==> config.mk <==
export PLATFORM = sky130hd
export DESIGN_NAME = awrr_queue
export DESIGN_NICKNAME = d
export VERILOG_FILES = /design/src/hw/rtl/awrr_pkg.sv /design/src/hw/rtl/awrr_queue.sv
export SDC_FILE = /design/constraint.sdc
export NUM_CORES = 1
export LEC_CHECK = 0
export BUFFER_PORTS_ARGS = -buffer_cell sky130_fd_sc_hd__buf_2
export CAP_MARGIN = 30
export CORE_AREA = 8 8 186 118
export CTS_CLUSTER_DIAMETER = 60
export DETAILED_ROUTE_END_ITERATION = 8
export DIE_AREA = 0 0 194 126
export PLACE_DENSITY = 0.76
export SLEW_MARGIN = 20
export SYNTH_ARGS = -nofsm -noshare
export SYNTH_HDL_FRONTEND = slang
export SYNTH_SLANG_ARGS = --single-unit
==> constraint.sdc <==
create_clock -name clock -period 6.1 [get_ports clock]
set_input_delay 1.525 -clock clock [delete_from_list [all_inputs] [get_ports clock]]
set_output_delay 1.525 -clock clock [all_outputs]
set_load 0.05 [all_outputs]
==> src/hw/rtl/awrr_pkg.sv <==
// ----------------------------------------------------------------------------
// awrr_pkg: shared types and constants of the ack window reorder receiver
// Sizes of the reorder window, the result run cap, the front queue, and the
// item records that move between the front and the back of the block.
// ----------------------------------------------------------------------------
package awrr_pkg;

   // Keep REORDER_DEPTH a power of two: a slot index is the low sequence bits
   localparam int REORDER_DEPTH = 32;
   localparam int SLOT_IDX_W    = $clog2(REORDER_DEPTH);
   localparam int MAX_RESULTS   = 32;
   localparam int RUN_CNT_W     = $clog2(MAX_RESULTS + 1);

   localparam int SEQ_W         = 32;
   localparam int TAG_W         = 16;
   localparam int LEN_W         = 11;
   localparam int ACK_W         = 32;
   localparam int ACK_SHIFT_W   = $clog2(ACK_W);

   localparam int QUEUE_DEPTH   = 2;
   localparam int Q_PTR_W       = $clog2(QUEUE_DEPTH);
   localparam int Q_CNT_W       = $clog2(QUEUE_DEPTH + 1);

   typedef enum logic [1:0] {
      STATUS_IN_ORDER  = 2'd0,
      STATUS_BUFFERED  = 2'd1,
      STATUS_DUPLICATE = 2'd2,
      STATUS_BEYOND    = 2'd3
   } status_type;

   // Arrival after the ack update, as handed from front to back
   typedef struct packed {
      logic [SEQ_W-1:0] seq_num;
      logic [TAG_W-1:0] buffer_tag;
      logic [LEN_W-1:0] payload_len;
      logic [SEQ_W-1:0] ack_seq;
      logic [ACK_W-1:0] ack_bits;
   } arrival_type;

   typedef struct packed {
      logic [TAG_W-1:0] tag;
      logic [LEN_W-1:0] len;
   } slot_entry_type;

   localparam int SLOT_ENTRY_W = $bits(slot_entry_type);

endpackage

==> src/hw/rtl/awrr_queue.sv <==
// ----------------------------------------------------------------------------
// awrr_queue: short FIFO between the ack front end and the reorder engine
// Decouple arrival acceptance from drain runs.
// ----------------------------------------------------------------------------
module awrr_queue
   import awrr_pkg::*;
(
   input  logic        clock,
   input  logic        reset,
   input  logic        push_valid,
   output logic        push_ready,
   input  arrival_type push_data,
   output logic        pop_valid,
   input  logic        pop_ready,
   output arrival_type pop_data
);

   arrival_type        entries_ff [QUEUE_DEPTH];
   logic [Q_PTR_W-1:0] wr_ptr_ff, rd_ptr_ff;
   logic [Q_CNT_W-1:0] count_ff, count_in;
   logic               push_fire, pop_fire;

   function automatic logic [Q_PTR_W-1:0] ptr_inc(input logic [Q_PTR_W-1:0] ptr);
      return (ptr == Q_PTR_W'(QUEUE_DEPTH - 1)) ? '0 : ptr + 1'b1;
   endfunction

   assign push_ready = (count_ff != Q_CNT_W'(QUEUE_DEPTH));
   assign pop_valid  = (count_ff != '0);
   assign pop_data   = entries_ff[rd_ptr_ff];
   assign push_fire  = push_valid && push_ready;
   assign pop_fire   = pop_valid && pop_ready;

   always_comb begin
      count_in = count_ff;
      if (push_fire && !pop_fire) begin
         count_in = count_ff + 1'b1;
      end else if (pop_fire && !push_fire) begin
         count_in = count_ff - 1'b1;
      end
   end

   always_ff @(posedge clock) begin
      if (push_fire) begin
         entries_ff[wr_ptr_ff] <= push_data;
      end
   end

   always_ff @(posedge clock) begin
      if (reset) begin
         wr_ptr_ff <= '0;
         rd_ptr_ff <= '0;
         count_ff  <= '0;
      end else begin
         if (push_fire) begin
            wr_ptr_ff <= ptr_inc(wr_ptr_ff);
         end
         if (pop_fire) begin
            rd_ptr_ff <= ptr_inc(rd_ptr_ff);
         end
         count_ff <= count_in;
      end
   end

endmodule

==> flow_metrics.tcl <==
set metrics [dict create \
    status "finished, final reports clean" \
    synthToLayoutAreaGrowth_pct 24.8 \
    ir_drop_uv 316 \
    finalCoreUtilization_pct 60.7 \
    swShare_pct 36.6 \
    cts_made_buffers 24 \
    cts_tree "built" \
    clockBufferDepth 3 \
    timing.final.crit_share_pct 60.7 \
    drt-pass1-iter-count 4 \
    synthFlopType "edfxtp_1" \
    sequentialPowerShare_pct 38.9 \
    tightest_slew_ns 0.901 \
    cts_setup_buffers 0 \
    setup_viol 0 \
    synth.net_count 535 \
    rsz0062_at_grt "false" \
    gr-total-overflow 0 \
    cts.sinks 251 \
    synth_top_area_share_pct 78.7 \
    hp-class "flip-flop to flip-flop" \
    fin_tns_setup_ns 0 \
    portBuffers 251 \
    ys_seq_elements 251 \
    dieArea_um2 24400 \
    whs_path_depth 2 \
    crit_chain "buf_12, mux2_2, buf_2" \
    grt_first_pass_wirelength_um 29500 \
    postRouteAntennaNets 0 \
    p_leak_uw 0.00450 \
    cts_resized 0 \
    slew_viol_final 0 \
    grt_pass1_vias 5160 \
    synth-edff-count 246 \
    dp.cells 901 \
    drtIter0Drc 204 \
    yosysSeqAreaShare_pct 79.8 \
    cp_slowest_cell "dfxtp_4" \
    track_usage_pct 15.1 \
    synth_area_per_cell_um2 23.1 \
    wire_per_inst_um 20.5 \
    power_uw 5740 \
    cp.arrival_ns 2.18 \
    power_frac_comb_pct 35.4 \
    reg2regPathDepth 4 \
    worstSetupStartpointType "flip-flop" \
    clkPwrFrac_pct 25.7 \
    internal_power_uw 3640 \
    initial_core_util_pct 48.6 \
    die_h_um 126 \
    num_io_pins 252 \
    cts_max_level 1 \
    fmax_mhz 270 \
    layout.nets 803 \
    vias 4725 \
    place_congestion 0.781 \
    grt_max_degree 65 \
    max_slew_margin_pct 39.9 \
    cts_hold_buf 0 \
    cts_root_buf "clkbuf_16" \
    fin_worst_skew_ns 0.0128 \
    worstSetupPathType "flip-flop to output port" \
    clk_pin_slew_worst_paths_ns 0.06 \
    synth.distinct_cells 20 \
    die_w_um 194 \
    num_rows 40 \
    drv_cap 0 \
    finalHoldViolCount 0 \
    layout_min_cycle_time_ns 3.70 \
    dpl.hpwl_um 13600 \
    yosysTopAreaCell "edfxtp_1" \
    synth_warnings 0 \
    power.density_nw_per_um2 490 \
    drc 0 \
    worst_setup_path_end_kind "output port" \
    synth_common_cells "edfxtp_1, mux2_4, mux2_2" \
    layout.cells.non_filler 946 \
    switching_power_uw 2100 \
    crit_path_max_fanout 59 \
    cp.required_ns 4.58 \
    detail_route.vias_per_cell 4.99 \
    critPathMaxStageDelay_ns 0.59 \
    antenna_found_initial 0 \
    netlist_area_um2 9390 \
    nFillCells 1391 \
    drive_above_1_share_pct 60.0 \
    core-area_um2 19300 \
    wirelength_um 19400 \
    netlist_top_cells_area "edfxtp_1, mux2_4, mux2_2" \
    synth_most_common_cell "edfxtp_1" \
    async_reset_ff_share_pct 0 \
    clk_latency_ns 0.50 \
    netlist_instances 407 \
]
per-layer routing:
metal	wire (um)	GRT usage, %
met5	0	0
met4	333	3.22
met3	1800	5.11
met2	8620	23.7
met1	8650	20.3
power by group through the flow:
stage / logic [uW] / clock network [uW] / registers [uW]
3_3_place_gp: 1970 / 0 / 2300
2_1_floorplan: 1660 / 0 / 2250
4_1_cts: 2060 / 1510 / 2240
5_1_grt: 2120 / 1570 / 2250
3_5_place_dp: 2050 / 0 / 2270
6_report: 2030 / 1470 / 2230
placed cells by master, fill, tap and decap left out, types with 2 or more instances in the layout:
cell	synthesis	layout
buf_4	0	2
xor2_1	3	3
dfxtp_1	5	4
bufinv_16	0	3
edfxtp_1	246	246
buf_12	0	2
clkinv_1	0	7
mux2_4	70	70
nor2_1	3	3
clkbuf_16	0	25
a21oi_1	2	2
clkinv_2	0	2
mux2_2	53	53
o21ai_0	2	2
clkbuf_1	0	5
buf_2	5	251
stage by stage:
| stage | worst slack (ns) | area [um^2] | hold WS (ns) |
|---|---|---|---|
| 4_1_cts | 2.37 | 11700 | 0.508 |
| 3_5_place_dp | 2.71 | 10900 | 0.495 |
| 3_3_place_gp | 2.42 | 10900 | 0.486 |
| 5_1_grt | 2.32 | 11700 | 0.530 |
| 2_1_floorplan | 1.19 | 9390 | 0.471 |
| 6_report | 2.40 | 11700 | 0.507 |
worst paths after layout:
kind                                  from                           to  slack, ns
setup / recovery                 flip-flop                  pop_data[4]       2.40
hold / removal      rd_ptr_ff$_SDFFE_PP0P_                    flip-flop       0.51
setup reg to reg  count_ff[0]$_SDFFE_PP0P_  entries_ff[0][85]$_DFFE_PP_       3.69
hold reg to reg     rd_ptr_ff$_SDFFE_PP0P_                    flip-flop       0.51
cells by family after synthesis:
family	share of synthesized area (%)
AO/OA/AOI/OAI	0.320
XOR/XNOR	0.280
adder cells (fa/ha/maj)	0.133
buffers and inverters	1.43
flip-flops	79.8
multiplexers	17.6
AND/OR/NAND/NOR	0.533
layout make-up:
cell class                 count  area, um^2  share of cell area, %
clock inverter                14         150                   1.28
multi-input combinational    141        1770                   15.1
antenna                        1        2.50                 0.0214
timing repair buffer         256        1340                   11.4
inverter                       1        6.26                 0.0534
sequential                   251        7490                   63.9
clock buffer                  30         644                   5.50
tap                          252         315                   2.69
sequential cells by signal (all words and copies together), names as in the netlist, named ones only:
register,count
wr_ptr_ff,1
count_ff,2
entries_ff,246
rd_ptr_ff,1
critical path, delay by kind of cell (launching register included):
family / cells / cell delay, ns
buffers and inverters: 2 / 0.64
DFF: 1 / 0.59
muxes: 1 / 0.41
(Power assumes the default switching activity.)
